### src/design/gtep_pkg.sv
package gtep_pkg;

  localparam int unsigned ID_BYTES_MAX = 32;

  localparam int unsigned ID_LEN_NARROW = (ID_BYTES_MAX < 20) ? ID_BYTES_MAX : 20;
  localparam int unsigned ID_LEN_WIDE   = (ID_BYTES_MAX < 32) ? ID_BYTES_MAX : 32;

  localparam logic [1:0] KIND_ID_BYTE = 2'd0;
  localparam logic [1:0] KIND_DONE    = 2'd1;
  localparam logic [1:0] KIND_ERROR   = 2'd2;

  localparam logic [1:0] FAULT_NONE       = 2'd0;
  localparam logic [1:0] FAULT_EMPTY_MODE = 2'd1;
  localparam logic [1:0] FAULT_EMPTY_NAME = 2'd2;
  localparam logic [1:0] FAULT_TRUNCATED  = 2'd3;

  localparam logic [7:0] CHAR_SPACE = 8'h20;
  localparam logic [7:0] CHAR_NUL   = 8'h00;

  localparam logic [2:0] GITLINK_MODE_LEN = 3'd6;

  typedef struct packed {
    logic [7:0] body_byte;
    logic       final_byte;
  } in_beat_t;

  typedef struct packed {
    logic [1:0] result_kind;
    logic [7:0] id_byte;
    logic [4:0] id_position;
    logic       id_complete;
    logic       body_done;
    logic [1:0] fault_code;
  } out_beat_t;

  typedef struct packed {
    logic [1:0] phase;
    logic [2:0] mode_count;
    logic       mode_is_gitlink;
    logic       name_seen;
    logic [4:0] id_count;
    logic       error_hold;
  } parse_state_t;

  function automatic logic [7:0] gitlink_char(input logic [2:0] idx);
    logic [7:0] c;
    case (idx)
      3'd0:    c = 8'h31;
      3'd1:    c = 8'h36;
      default: c = 8'h30;
    endcase
    return c;
  endfunction

endpackage

### src/design/git_tree_entry_parser_unit.sv
// Parses the body of a git tree object at one byte per clock cycle while the result
// side does not stall, and returns at most one result beat per byte: an id byte of
// every kept entry, a clean end of body after a trailing submodule entry, or an error
// with its fault code. Each byte passes through an input register, the parse step
// and a result register. The user must write the id length register only while no
// byte is in flight; the block itself does not enforce this.
module git_tree_entry_parser_unit
  import gtep_pkg::*;
(
  input  logic      clk_i,
  input  logic      rst_ni,
  input  logic      cfg_wr_en_i,
  input  logic      cfg_wr_data_i,
  input  logic      in_valid_i,
  output logic      in_stall_o,
  input  in_beat_t  in_beat_i,
  output logic      out_valid_o,
  input  logic      out_stall_i,
  output out_beat_t out_beat_o
);

  logic      wide_ids_q;
  logic      s1_valid_q;
  in_beat_t  s1_beat_q;
  logic      out_valid_q;
  out_beat_t out_beat_q;
  logic      advance;
  logic      accept;
  logic      res_valid;
  out_beat_t res;

  assign advance    = s1_valid_q && (!out_valid_q || !out_stall_i);
  assign in_stall_o = s1_valid_q && out_valid_q && out_stall_i;
  assign accept     = in_valid_i && !in_stall_o;

  always_ff @(posedge clk_i or negedge rst_ni) begin
    if (!rst_ni) begin
      wide_ids_q <= 1'b0;
    end else if (cfg_wr_en_i) begin
      wide_ids_q <= cfg_wr_data_i;
    end
  end

  always_ff @(posedge clk_i or negedge rst_ni) begin
    if (!rst_ni) begin
      s1_valid_q <= 1'b0;
    end else if (accept) begin
      s1_valid_q <= 1'b1;
    end else if (advance) begin
      s1_valid_q <= 1'b0;
    end
  end

  always_ff @(posedge clk_i) begin
    if (accept) begin
      s1_beat_q <= in_beat_i;
    end
  end

  gtep_parser u_parser (
    .clk_i       (clk_i),
    .rst_ni      (rst_ni),
    .wide_ids_i  (wide_ids_q),
    .step_i      (advance),
    .beat_i      (s1_beat_q),
    .res_valid_o (res_valid),
    .res_o       (res)
  );

  always_ff @(posedge clk_i or negedge rst_ni) begin
    if (!rst_ni) begin
      out_valid_q <= 1'b0;
    end else if (advance) begin
      out_valid_q <= res_valid;
    end else if (!out_stall_i) begin
      out_valid_q <= 1'b0;
    end
  end

  always_ff @(posedge clk_i) begin
    if (advance) begin
      out_beat_q <= res;
    end
  end

  assign out_valid_o = out_valid_q;
  assign out_beat_o  = out_beat_q;

endmodule

### src/design/gtep_parser.sv
module gtep_parser
  import gtep_pkg::*;
(
  input  logic      clk_i,
  input  logic      rst_ni,
  input  logic      wide_ids_i,
  input  logic      step_i,
  input  in_beat_t  beat_i,
  output logic      res_valid_o,
  output out_beat_t res_o
);

  localparam logic [1:0] PH_MODE = 2'd0;
  localparam logic [1:0] PH_NAME = 2'd1;
  localparam logic [1:0] PH_ID   = 2'd2;

  localparam logic [5:0] LEN_NARROW = 6'(ID_LEN_NARROW);
  localparam logic [5:0] LEN_WIDE   = 6'(ID_LEN_WIDE);

  parse_state_t st_q, st_d, entry_start;
  logic [7:0]   b;
  logic         fin;
  logic         raise;
  logic [1:0]   fault;
  logic [5:0]   id_len;
  logic         complete;
  logic         skip;

  always_comb begin
    entry_start                 = '0;
    entry_start.phase           = PH_MODE;
    entry_start.mode_is_gitlink = 1'b1;
  end

  assign b        = beat_i.body_byte;
  assign fin      = beat_i.final_byte;
  assign id_len   = wide_ids_i ? LEN_WIDE : LEN_NARROW;
  assign complete = ({1'b0, st_q.id_count} + 6'd1) >= id_len;
  assign skip     = st_q.mode_is_gitlink && (st_q.mode_count == GITLINK_MODE_LEN);

  always_comb begin
    st_d        = st_q;
    raise       = 1'b0;
    fault       = FAULT_NONE;
    res_valid_o = 1'b0;
    res_o       = '0;
    if (st_q.error_hold) begin
      if (fin) begin
        st_d = entry_start;
      end
    end else begin
      case (st_q.phase)
        PH_MODE: begin
          if (b == CHAR_SPACE) begin
            if (st_q.mode_count == 3'd0) begin
              raise = 1'b1;
              fault = FAULT_EMPTY_MODE;
            end else if (fin) begin
              raise = 1'b1;
              fault = FAULT_TRUNCATED;
            end else begin
              st_d.phase     = PH_NAME;
              st_d.name_seen = 1'b0;
            end
          end else begin
            if (st_q.mode_count >= GITLINK_MODE_LEN || b != gitlink_char(st_q.mode_count)) begin
              st_d.mode_is_gitlink = 1'b0;
            end
            if (st_q.mode_count != 3'd7) begin
              st_d.mode_count = st_q.mode_count + 3'd1;
            end
            if (fin) begin
              raise = 1'b1;
              fault = FAULT_TRUNCATED;
            end
          end
        end
        PH_NAME: begin
          if (b == CHAR_NUL) begin
            if (!st_q.name_seen) begin
              raise = 1'b1;
              fault = FAULT_EMPTY_NAME;
            end else if (fin) begin
              raise = 1'b1;
              fault = FAULT_TRUNCATED;
            end else begin
              st_d.phase    = PH_ID;
              st_d.id_count = 5'd0;
            end
          end else begin
            st_d.name_seen = 1'b1;
            if (fin) begin
              raise = 1'b1;
              fault = FAULT_TRUNCATED;
            end
          end
        end
        PH_ID: begin
          if (fin && !complete) begin
            raise = 1'b1;
            fault = FAULT_TRUNCATED;
          end else begin
            if (complete) begin
              st_d = entry_start;
            end else begin
              st_d.id_count = st_q.id_count + 5'd1;
            end
            if (!skip) begin
              res_valid_o       = 1'b1;
              res_o.result_kind = KIND_ID_BYTE;
              res_o.id_byte     = b;
              res_o.id_position = st_q.id_count;
              res_o.id_complete = complete;
              res_o.body_done   = complete && fin;
            end else if (complete && fin) begin
              res_valid_o       = 1'b1;
              res_o.result_kind = KIND_DONE;
              res_o.body_done   = 1'b1;
            end
          end
        end
        default: begin
          st_d = entry_start;
        end
      endcase
      if (raise) begin
        st_d              = entry_start;
        st_d.error_hold   = !fin;
        res_valid_o       = 1'b1;
        res_o             = '0;
        res_o.result_kind = KIND_ERROR;
        res_o.fault_code  = fault;
      end
    end
  end

  always_ff @(posedge clk_i or negedge rst_ni) begin
    if (!rst_ni) begin
      st_q <= entry_start;
    end else if (step_i) begin
      st_q <= st_d;
    end
  end

endmodule

### config.mk
export PLATFORM = sky130hd
export DESIGN_NAME = git_tree_entry_parser_unit
export DESIGN_NICKNAME = d
export VERILOG_FILES = /design/src/design/gtep_pkg.sv /design/src/design/git_tree_entry_parser_unit.sv /design/src/design/gtep_parser.sv
export SDC_FILE = /design/constraint.sdc
export NUM_CORES = 1
export LEC_CHECK = 0
export BUFFER_PORTS_ARGS = -buffer_cell sky130_fd_sc_hd__buf_2
export CELL_PAD_IN_SITES_DETAIL_PLACEMENT = 0
export CELL_PAD_IN_SITES_GLOBAL_PLACEMENT = 1
export CORE_MARGIN = 5
export CORE_UTILIZATION = 45
export DETAILED_ROUTE_END_ITERATION = 10
export PLACE_DENSITY_LB_ADDON = 0.1
export SETUP_SLACK_MARGIN = 0.05
export SLEW_MARGIN = 20
export SYNTH_ARGS = -nofsm -noshare
export SYNTH_HDL_FRONTEND = slang
export SYNTH_SLANG_ARGS = --single-unit
### constraint.sdc
create_clock -name clk_i -period 3.1 [get_ports clk_i]
set_input_delay 0.465 -clock clk_i [delete_from_list [all_inputs] [get_ports clk_i]]
set_output_delay 0.465 -clock clk_i [all_outputs]
set_load 0.02 [all_outputs]
==> metrics.csv, run 1 <==
metric,value,unit
p_leak,1.085,nW
required,3.28,ns
clk_pin_slew,0.08,ns
worstRegToRegCells,9,
crit_path_frequent_cell,ha_1,
cp_slowest_stage_delay,0.46,ns
cts_root_buf,clkbuf_8,
area_growth,14.46,%
cts_setup_buffers,0,
initial_core_util,47.06,%
crit_chain,ha_1 > nand3_1 > xnor2_1 > ha_1 > a21oi_1 > nor4b_4 > nand2_1 > and3_1 > mux2_1,
end_kind,flip-flop,
clock_latency,0.30,ns
ys_seq_area_share,54.80,%
p_total,1.712,mW
syn_inst,188,
worstMarginPinSlew,0.6789,ns
rows,25,
final_cell_mix,"35 x buf_2, 28 x edfxtp_1, 15 x nand2_1, 15 x nor2_1, 15 x dfrtp_1",
ff2ff_setup_slack,0.38,ns
startpoint,u_parser.st_q[1],
dieWidth,80.98,um
setup_viol,0,
firstDrtPassIters,4,
synth-edff-count,28,
ios,36,
die_area,0.006558,mm^2
power.density,659.6,mW/mm^2
start_kind,flip-flop,
drv_cap,0,
crit_fanout,7,
routed_wl,4439,um
fin_crit,2.716,ns
antenna_found_initial,0,
finalHoldViolations,0,
ys_types,58,
slew_viol_final,0,
fmax,0.3682,GHz
final_area,0.002595,mm^2
cts_max_level,2,
r2r-start,u_parser.st_q[1],
status,"finished, final reports clean",
drive_gt1_share,30.57,%
syn-num-nets,213,
detail_route.wl_per_cell,15.00,um
skew,0.008261,ns
portBuffers,35,
cts_hold_buf,0,
syn-cell-area,0.002267,mm^2
crit_path_end,u_parser.st_q[11],
drtAntennaViolNets,0,
rsz0062_at_grt,false,
gr-usage-all-layers,15.21,%
drt_iter0_drc,103,
synth-main-ff-cell,edfxtp_1,
max-vdd-ir-drop,0.2821,mV
synth_top_area_share,37.09,%
fp.coreArea,0.004817,mm^2
detailed_place_hpwl,3375,um
critPathSlowestCell,dfrtp_1,
tritoncts,done,
period_share,87.61,%
die_h,80.98,um
post_cts_resized,0,
ys_warn_count,0,
drc,0,
via_count,1565,
hold_slack,0.07344,ns
critical_path_arrival,2.90,ns
cts_max_path_buffers,2,
worstReg2RegEnd,u_parser.st_q[11],
grt_start_max_net_pins,17,
numCtsBuffers,5,
relSlewSlack,54.47,%
yosysTopAreaCell,edfxtp_1,
grt_pass1_wl,7562,um
cts.sinks,44,
placed_area,0.002510,mm^2
gp_congestion,0.7686,
path_class,reg2reg,
finalNetCount,253,
synth_area_per_cell,12.06,um^2
async_reset_ff_share,36.36,%
hold_class,in2async,
layout_commonest_cell,buf_2,
vias_per_cell,5.287,
tns,0,ns
grt_overflow,0,
grt_pass1_vias,1565,
num_antenna_cells,0,
ys_seq_elements,44,
synth_area_leaders,"edfxtp_1 37%, dfrtp_1 17%, ha_1 5.5%, and2_1 3.6%, nand2_1 2.5%",
==> synthesized netlist by cell type, drive strengths merged (2+ instances only) <==
master  count
o21ai      10
and2       15
nand2      15
nand4       3
mux2        3
or4         3
nor2b       2
clkbuf      4
nor4b       2
a21oi       8
nand2b      2
a22o        3
nor2       16
or2         2
o21bai      2
nand3       7
a31oi       5
dfrtp      15
xnor2       2
ha         10
inv         9
edfxtp     28
==> layer usage <==
metal,share of wire [%],GRT usage [%],vias up
met5,0,0,-
met2,54,27.50,48
met4,1.2,4.392,0
met3,5.3,3.769,6
li1,-,-,768
met1,40,17.75,743
==> cells by family after synthesis <==
group,Yosys count,synth area share [%]
AO/OA/AOI/OAI,40,13.19
XOR/XNOR,3,1.159
adder cells (fa/ha/maj),10,5.519
buffers and inverters,13,3.035
flip-flops,44,54.80
multiplexers,4,2.097
AND/OR/NAND/NOR,74,20.20
==> area by class of cell <==
type                    count  area [um^2]
clock inverters             2        12.51
clock buffers               6        72.57
multi-input cells         131        959.7
inverters                   9        33.78
repair buffers             37        190.2
flip-flops and latches     44         1242
fillers                   440         2222
well taps                  67        83.83
==> per-stage QoR <==
stage	utilization [%]	setup WS, ns	cells
CTS	53.87	0.3756	296
global placement	52.10	0.5274	288
finish	53.87	0.3842	296
floorplan	-	0.5219	188
global route	53.87	0.1218	296
detailed placement	52.10	0.3915	288
==> how the worst min path moves through the flow <==
| stage | end | from | slack [ns] |
|---|---|---|---|
| after floorplan | out_valid_o | rst_ni | 0.17 |
| after global placement | u_parser.st_q[4] | rst_ni | 0.40 |
| after detailed placement | u_parser.st_q[3] | rst_ni | 0.41 |
| after CTS | u_parser.st_q[3] | rst_ni | 0.09 |
| after global routing | u_parser.st_q[3] | rst_ni | 0.09 |
| final | u_parser.st_q[3] | rst_ni | 0.07 |
==> flip-flops by register name (all words and copies together), names as in the netlist <==
signal         flops
out_beat_o        19
out_valid_o        1
u_parser.st_q     13
wide_ids_q         1
s1_valid_q         1
s1_beat_q          9
==> critical path: cells and delay by family (launching register included) <==
| kind | cells | cell delay, ns |
|---|---|---|
| XOR/XNOR | 1 | 0.16 |
| AO/OA/AOI/OAI | 1 | 0.32 |
| multiplexers | 1 | 0.32 |
| flip-flops | 1 | 0.46 |
| adder cells (fa/ha/maj) | 2 | 0.46 |
| AND/OR/NAND/NOR | 4 | 0.88 |
==> where the power goes <==
group	switching, mW	leakage, nW	internal, mW
clock network	0.195	0.0412	0.158
logic	0.312	0.558	0.206
registers	0.0893	0.486	0.751
Power figures use the tool's default switching activity.
==> run 2, diff against run 1 <==
--- a/config.mk
+++ b/config.mk
@@ -5,11 +5,12 @@
 export SDC_FILE = /design/constraint.sdc
 export NUM_CORES = 1
 export LEC_CHECK = 0
+export ABC_AREA = 1
 export BUFFER_PORTS_ARGS = -buffer_cell sky130_fd_sc_hd__buf_2
 export CELL_PAD_IN_SITES_DETAIL_PLACEMENT = 0
 export CELL_PAD_IN_SITES_GLOBAL_PLACEMENT = 1
 export CORE_MARGIN = 5
-export CORE_UTILIZATION = 45
+export CORE_UTILIZATION = 43
 export DETAILED_ROUTE_END_ITERATION = 10
 export PLACE_DENSITY_LB_ADDON = 0.1
 export SETUP_SLACK_MARGIN = 0.05
==> metrics.csv, run 2 <==
metric,value,unit,change
fmax,0.3833,GHz,+4.1%
grt_pass1_vias,1744,,+11%
final_area,0.002783,mm^2,+7.2%
synthXorXnorAreaFrac,1.095,%,-0.064 points
numCtsBuffers,5,,unchanged
power.density,819.5,mW/mm^2,+24%
start_kind,flip-flop,,
critical_path_arrival,2.76,ns,-0.14 ns
cts_setup_buffers,0,,unchanged
worstReg2RegEnd,out_beat_o[6],,
tns,0,ns,unchanged
largest_reg_flops,19,,unchanged
async_reset_ff_share,36.36,%,unchanged
yosysTopAreaCell,edfxtp_1,,
tritoncts,done,,
ff2ff_setup_slack,0.49,ns,+0.11 ns
die_h,84.71,um,+4.6%
synth_area_per_cell,9.638,um^2,-20%
ios,36,,unchanged
worstRegToRegCells,13,,+4
ys_warn_count,0,,unchanged
portBuffers,35,,unchanged
finalHoldViolations,0,,unchanged
gr-usage-all-layers,14.72,%,-0.50 points
multi_input_area,987.2,um^2,+2.9%
rsz0062_at_grt,false,,
synthMuxAreaShare,0,%,-2.1 points
max-vdd-ir-drop,0.2901,mV,+2.8%
cts_root_buf,clkbuf_8,,
setup_slack,0.4909,ns,+0.1068 ns
synth.top_cells.by_count,"44 x nand2_1, 36 x inv_1, 32 x nor2_1, 28 x edfxtp_1, 15 x dfrtp_1",,
hold_slack,0.07780,ns,+0.004360 ns
cts_max_level,2,,unchanged
syn-num-nets,274,,+29%
finalNetCount,316,,+25%
cts.sinks,44,,unchanged
ys_seq_elements,44,,unchanged
status,"finished, final reports clean",,
grt_start_max_net_pins,23,,+6
final_cell_mix,"44 x nand2_1, 36 x inv_1, 35 x buf_2, 32 x nor2_1, 28 x edfxtp_1",,
relSlewSlack,73.25,%,+19 points
cts_hold_buf,0,,unchanged
cts_max_path_buffers,2,,unchanged
detail_route.wl_per_cell,13.16,um,-12%
skew,0.006529,ns,-0.001731 ns
synth_top_family_by_area,simple AND/OR/NAND/NOR gates,,
grt_pass1_wl,8397,um,+11%
syn_inst,249,,+32%
firstDrtPassIters,4,,unchanged
p_leak,1.307,nW,+20%
via_count,1726,,+10%
fin_crit,2.609,ns,-0.1068 ns
die_area,0.007175,mm^2,+9.4%
stdcell_count,364,,+23%
layout_commonest_cell,nand2_1,,
yosys.area_share.adder,5.214,%,-0.30 points
synth-edff-count,28,,unchanged
routed_wl,4792,um,+8.0%
ys_seq_area_share,51.77,%,-3.0 points
initial_core_util,43.85,%,-3.2 points
register_area,0.001242,mm^2,unchanged
num_antenna_cells,0,,unchanged
synth.most_common_cell,nand2_1,,
detailed_place_hpwl,3624,um,+7.4%
hold_class,in2async,,
dieWidth,84.71,um,+4.6%
worstMarginPinSlew,0.4013,ns,-0.2776 ns
end_kind,flip-flop,,
placedCellCount,356,,+24%
grt_overflow,0,,unchanged
syn-cell-area,0.002400,mm^2,+5.8%
drt_iter0_drc,78,,-24%
synth_top_area_share,35.04,%,-2.0 points
area_growth,15.95,%,
synthSimpleGateAreaFrac,29.56,%,+9.4 points
synth-main-ff-cell,edfxtp_1,,
rows,27,,+8.0%
fp.coreArea,0.005473,mm^2,+14%
required,3.25,ns,-0.03 ns
ys_types,33,,-43%
pre_cts_ws,0.5294,ns,+0.1379 ns
clk_pin_slew,0.09,ns,about the same
setup_viol,0,,unchanged
placed_area,0.002668,mm^2,+6.3%
drtAntennaViolNets,0,,unchanged
crit_fanout,14,,+7
vias_per_cell,4.742,,-10%
post_cts_resized,0,,unchanged
gp_congestion,0.8055,,+4.8%
drc,0,,unchanged
drv_cap,0,,unchanged
synth_area_leaders,"edfxtp_1 35%, dfrtp_1 16%, nand2_1 6.9%, inv_1 5.6%, ha_1 5.2%",,
slew_viol_final,0,,unchanged
antenna_found_initial,0,,unchanged
drive_gt1_share,28.08,%,-2.5 points
synth_compound_area_share,5.266,%,-7.9 points
path_class,reg2reg,,
r2r-start,u_parser.st_q[1],,
period_share,84.16,%,-3.4 points
fillerInstances,538,,+22%
clock_latency,0.30,ns,about the same
==> run 2: changes by cell type after synthesis, sizes merged, moves of 4 or more <==
cell / previous run / this run
nand2: 15 / 54
inv: 9 / 44
nand4: 3 / 11
nand3: 7 / 16
nor2: 16 / 40
and2: 15 / 0
clkbuf: 4 / 0
nor3: 0 / 5
==> run 2: kinds of logic after synthesis <==
| group | count (synthesis) |
|---|---|
| adder cells (fa/ha/maj) | 10 |
| AO/OA/AOI/OAI | 20 |
| XOR/XNOR | 3 |
| AND/OR/NAND/NOR | 127 |
| flip-flops | 44 |
| buffers and inverters | 45 |
==> run 2: area by class of cell <==
cell class              instances  area share (%)
clock buffers                   5           2.473
clock inverters                 3           1.664
well taps                      72           3.237
repair buffers                 36           6.565
inverters                      44           5.935
multi-input cells             160           35.48
flip-flops and latches         44           44.65
==> run 2: through the flow <==
stage                     total power, mW  utilization, %
after global routing                2.457           50.85
after floorplan                     1.608               -
after detailed placement            1.842           48.74
final                               2.281           50.85
after CTS                           2.306           50.85
after global placement              1.848           48.74
==> run 2: power breakdown <==
group	switching, mW	internal, mW	total, mW
combinational	0.657	0.294	0.951
clock	0.214	0.243	0.457
sequential	0.0858	0.787	0.873
total	0.957	1.32	2.28
==> run 2: metal layers <==
metal,routed length (um),global-route usage (%),part of all wire [%],up-vias
met2,2314,24.63,48,28
met3,162,3.337,3.4,8
met1,2235,18.97,47,792
li1,-,-,-,898
met4,79,4.460,1.6,0
met5,0,0,0,-
==> run 2: worst max-delay path by stage <==
stage                     start           endpoint  slack [ns]  cells after the start
3_5_place_dp   u_parser.st_q[1]      out_beat_o[6]        0.53                     13
3_3_place_gp   u_parser.st_q[1]      out_beat_o[8]        0.59                     13
5_1_grt        u_parser.st_q[1]     out_beat_o[16]        0.26                     13
2_1_floorplan       out_valid_o  u_parser.st_q[10]        0.69                     10
4_1_cts        u_parser.st_q[1]      out_beat_o[6]        0.50                     13
6_report       u_parser.st_q[1]      out_beat_o[6]        0.49                     13
==> run 2: critical path, stage by stage, from the launching register on <==
cell and delay (ns):
dfrtp_1 0.45, ha_1 0.26, nand3_1 0.10, xor2_1 0.15, inv_1 0.07, ha_1 0.27, nand2_1 0.06, nor2_1 0.20
a21oi_4 0.11, nand3_1 0.10, nand3_2 0.12, nor2_2 0.18, nand2_2 0.22, nor2_1 0.17
==> run 3, diff against run 2 <==
--- a/config.mk
+++ b/config.mk
@@ -10,7 +10,7 @@
 export CELL_PAD_IN_SITES_DETAIL_PLACEMENT = 0
 export CELL_PAD_IN_SITES_GLOBAL_PLACEMENT = 1
 export CORE_MARGIN = 5
-export CORE_UTILIZATION = 43
+export CORE_UTILIZATION = 39
 export DETAILED_ROUTE_END_ITERATION = 10
 export PLACE_DENSITY_LB_ADDON = 0.1
 export SETUP_SLACK_MARGIN = 0.05
==> constraint.sdc (replaced) <==
create_clock -name clk_i -period 2.2 [get_ports clk_i]
set_input_delay 0.33 -clock clk_i [delete_from_list [all_inputs] [get_ports clk_i]]
set_output_delay 0.33 -clock clk_i [all_outputs]
set_load 0.02 [all_outputs]
==> metrics.csv, run 3 (same netlist as run 2, synthesis figures left out) <==
metric,value,unit,change
worstMarginPinSlew,0.4766,ns,+0.07530 ns
final_area,0.003187,mm^2,+15%
cts_root_buf,clkbuf_8,,
clock_latency,0.30,ns,about the same
cts_max_path_buffers,2,,unchanged
fin_crit,2.382,ns,-0.2268 ns
vias_per_cell,4.650,,-1.9%
drc,0,,unchanged
status,"complete, but fails checks",,
critical_path_arrival,2.58,ns,-0.18 ns
stdcell_count,391,,+7.4%
placed_area,0.002804,mm^2,+5.1%
drtAntennaViolNets,0,,unchanged
rows,28,,+3.7%
rsz0062_at_grt,true,,
period_share,108.3,%,+24 points
required,2.39,ns,-0.86 ns
start_kind,flip-flop,,
pre_cts_ws,-0.1883,ns,-0.7177 ns
finalNetCount,340,,+7.6%
portBuffers,35,,unchanged
area_growth,32.79,%,
numCtsBuffers,5,,unchanged
grt_pass1_wl,8211,um,-2.2%
layout_commonest_cell,nand2_1,,
tns,-2.257,ns,-2.257 ns
firstDrtPassIters,4,,unchanged
hold_class,in2reg,,
path_class,reg2reg,,
tritoncts,done,,
ios,36,,unchanged
die_h,88.45,um,+4.4%
grt_start_max_net_pins,22,,-4.3%
routed_wl,5321,um,+11%
drt_iter0_drc,47,,-40%
clk_pin_slew,0.09,ns,about the same
initial_core_util,40.29,%,-3.6 points
p_leak,1.444,nW,+10%
drive_gt1_share,43.35,%,+15 points
cts.sinks,44,,unchanged
detailed_place_hpwl,3884,um,+7.2%
gr-usage-all-layers,13.70,%,-1.0 points
drv_cap,0,,unchanged
setup_slack,-0.1823,ns,-0.6732 ns
num_antenna_cells,0,,unchanged
dieWidth,88.45,um,+4.4%
violations,negative setup slack,,
finalHoldViolations,0,,unchanged
grt_pass1_vias,1739,,-0.29%
crit_fanout,5,,-9
relSlewSlack,68.23,%,-5.0 points
skew,0.005371,ns,-0.001158 ns
largest_reg_flops,19,,unchanged
slew_viol_final,0,,unchanged
die_area,0.007823,mm^2,+9.0%
final_cell_mix,"40 x nand2_1, 35 x inv_1, 35 x buf_2, 28 x edfxtp_1, 18 x buf_4",,
gp_congestion,0.8056,,about the same
cts_max_level,2,,unchanged
via_count,1818,,+5.3%
fmax,0.4198,GHz,+9.5%
end_kind,flip-flop,,
power.density,1141,mW/mm^2,+39%
grt_overflow,0,,unchanged
fillerInstances,561,,+4.3%
setup_viol,26,,+26
placedCellCount,375,,+5.3%
max-vdd-ir-drop,0.4856,mV,+67%
antenna_found_initial,0,,unchanged
p_total,3.636,mW,+59%
fp.coreArea,0.005956,mm^2,+8.8%
ff2ff_setup_slack,-0.18,ns,-0.67 ns
detail_route.wl_per_cell,13.61,um,+3.4%
## run 3: repair_timing
action / CTS / global route
buffers inserted: 1 / 4
hold endpoints to repair: 15 / 0
pin swaps: 4 / 21
endpoints found under the setup margin: 33 / 33
gates resized for setup: 4 / 40
hold buffers: 1 / 0
cloned: 0 / 2
## run 3: worst paths after layout
path / startpoint / end / cells past startpoint
setup reg to reg: u_parser.st_q[1] / u_parser.st_q[5] / 15
hold reg to reg: u_parser.st_q[7] / u_parser.st_q[7] / 2
setup / recovery: u_parser.st_q[1] / u_parser.st_q[5] / 15
hold / removal: in_beat_i[7] / s1_beat_q[7] / 1
min in group asynchronous: rst_ni / wide_ids_q / 2
max in group asynchronous: rst_ni / u_parser.st_q[7] / 2
## run 3: worst max-delay path: stages, from the launching register on
cell,delay [ns]
dfrtp_1,0.41
ha_2,0.20
nand3_2,0.08
xor2_1,0.16
inv_1,0.10
ha_4,0.23
nand2_4,0.07
nor2_4,0.04
a21oi_4,0.19
nand4_4,0.16
nand3_4,0.16
nor2_8,0.08
nand2_8,0.10
nand3_4,0.12
nand2_1,0.10
o21ai_1,0.06
## run 3: stage by stage
step	hold WS, ns	utilization, %
global route	0.1827	53.51
detailed placement	0.2883	47.08
CTS	0.1900	49.54
floorplan	0.03441	-
global placement	0.2885	47.08
finish	0.2009	53.51
## run 3: routing by layer
metal	up-vias	GRT usage (%)	part of all wire (%)
li1	946	-	-
met1	834	18.10	46
met2	30	21.96	48
met3	8	3.073	4.4
met4	0	5.220	1.5
met5	-	0	0
## run 3: cell type report
class / instances / area (um^2) / area share, %
Sequential cell: 44 / 1242 / 38.99
Multi-Input combinational cell: 162 / 1196 / 37.53
Timing Repair Buffer: 58 / 374.1 / 11.74
Inverter: 44 / 165.2 / 5.183
Tap cell: 75 / 93.84 / 2.945
Clock buffer: 5 / 68.82 / 2.159
Clock inverter: 3 / 46.29 / 1.453
## run 3: report_power, final
group / total (mW) / internal, mW / switching (mW) / leakage [nW]
registers: 1.23 / 1.11 / 0.123 / 0.490
clock network: 0.644 / 0.342 / 0.302 / 0.0548
logic: 1.76 / 0.654 / 1.11 / 0.899
total: 3.64 / 2.11 / 1.53 / 1.44
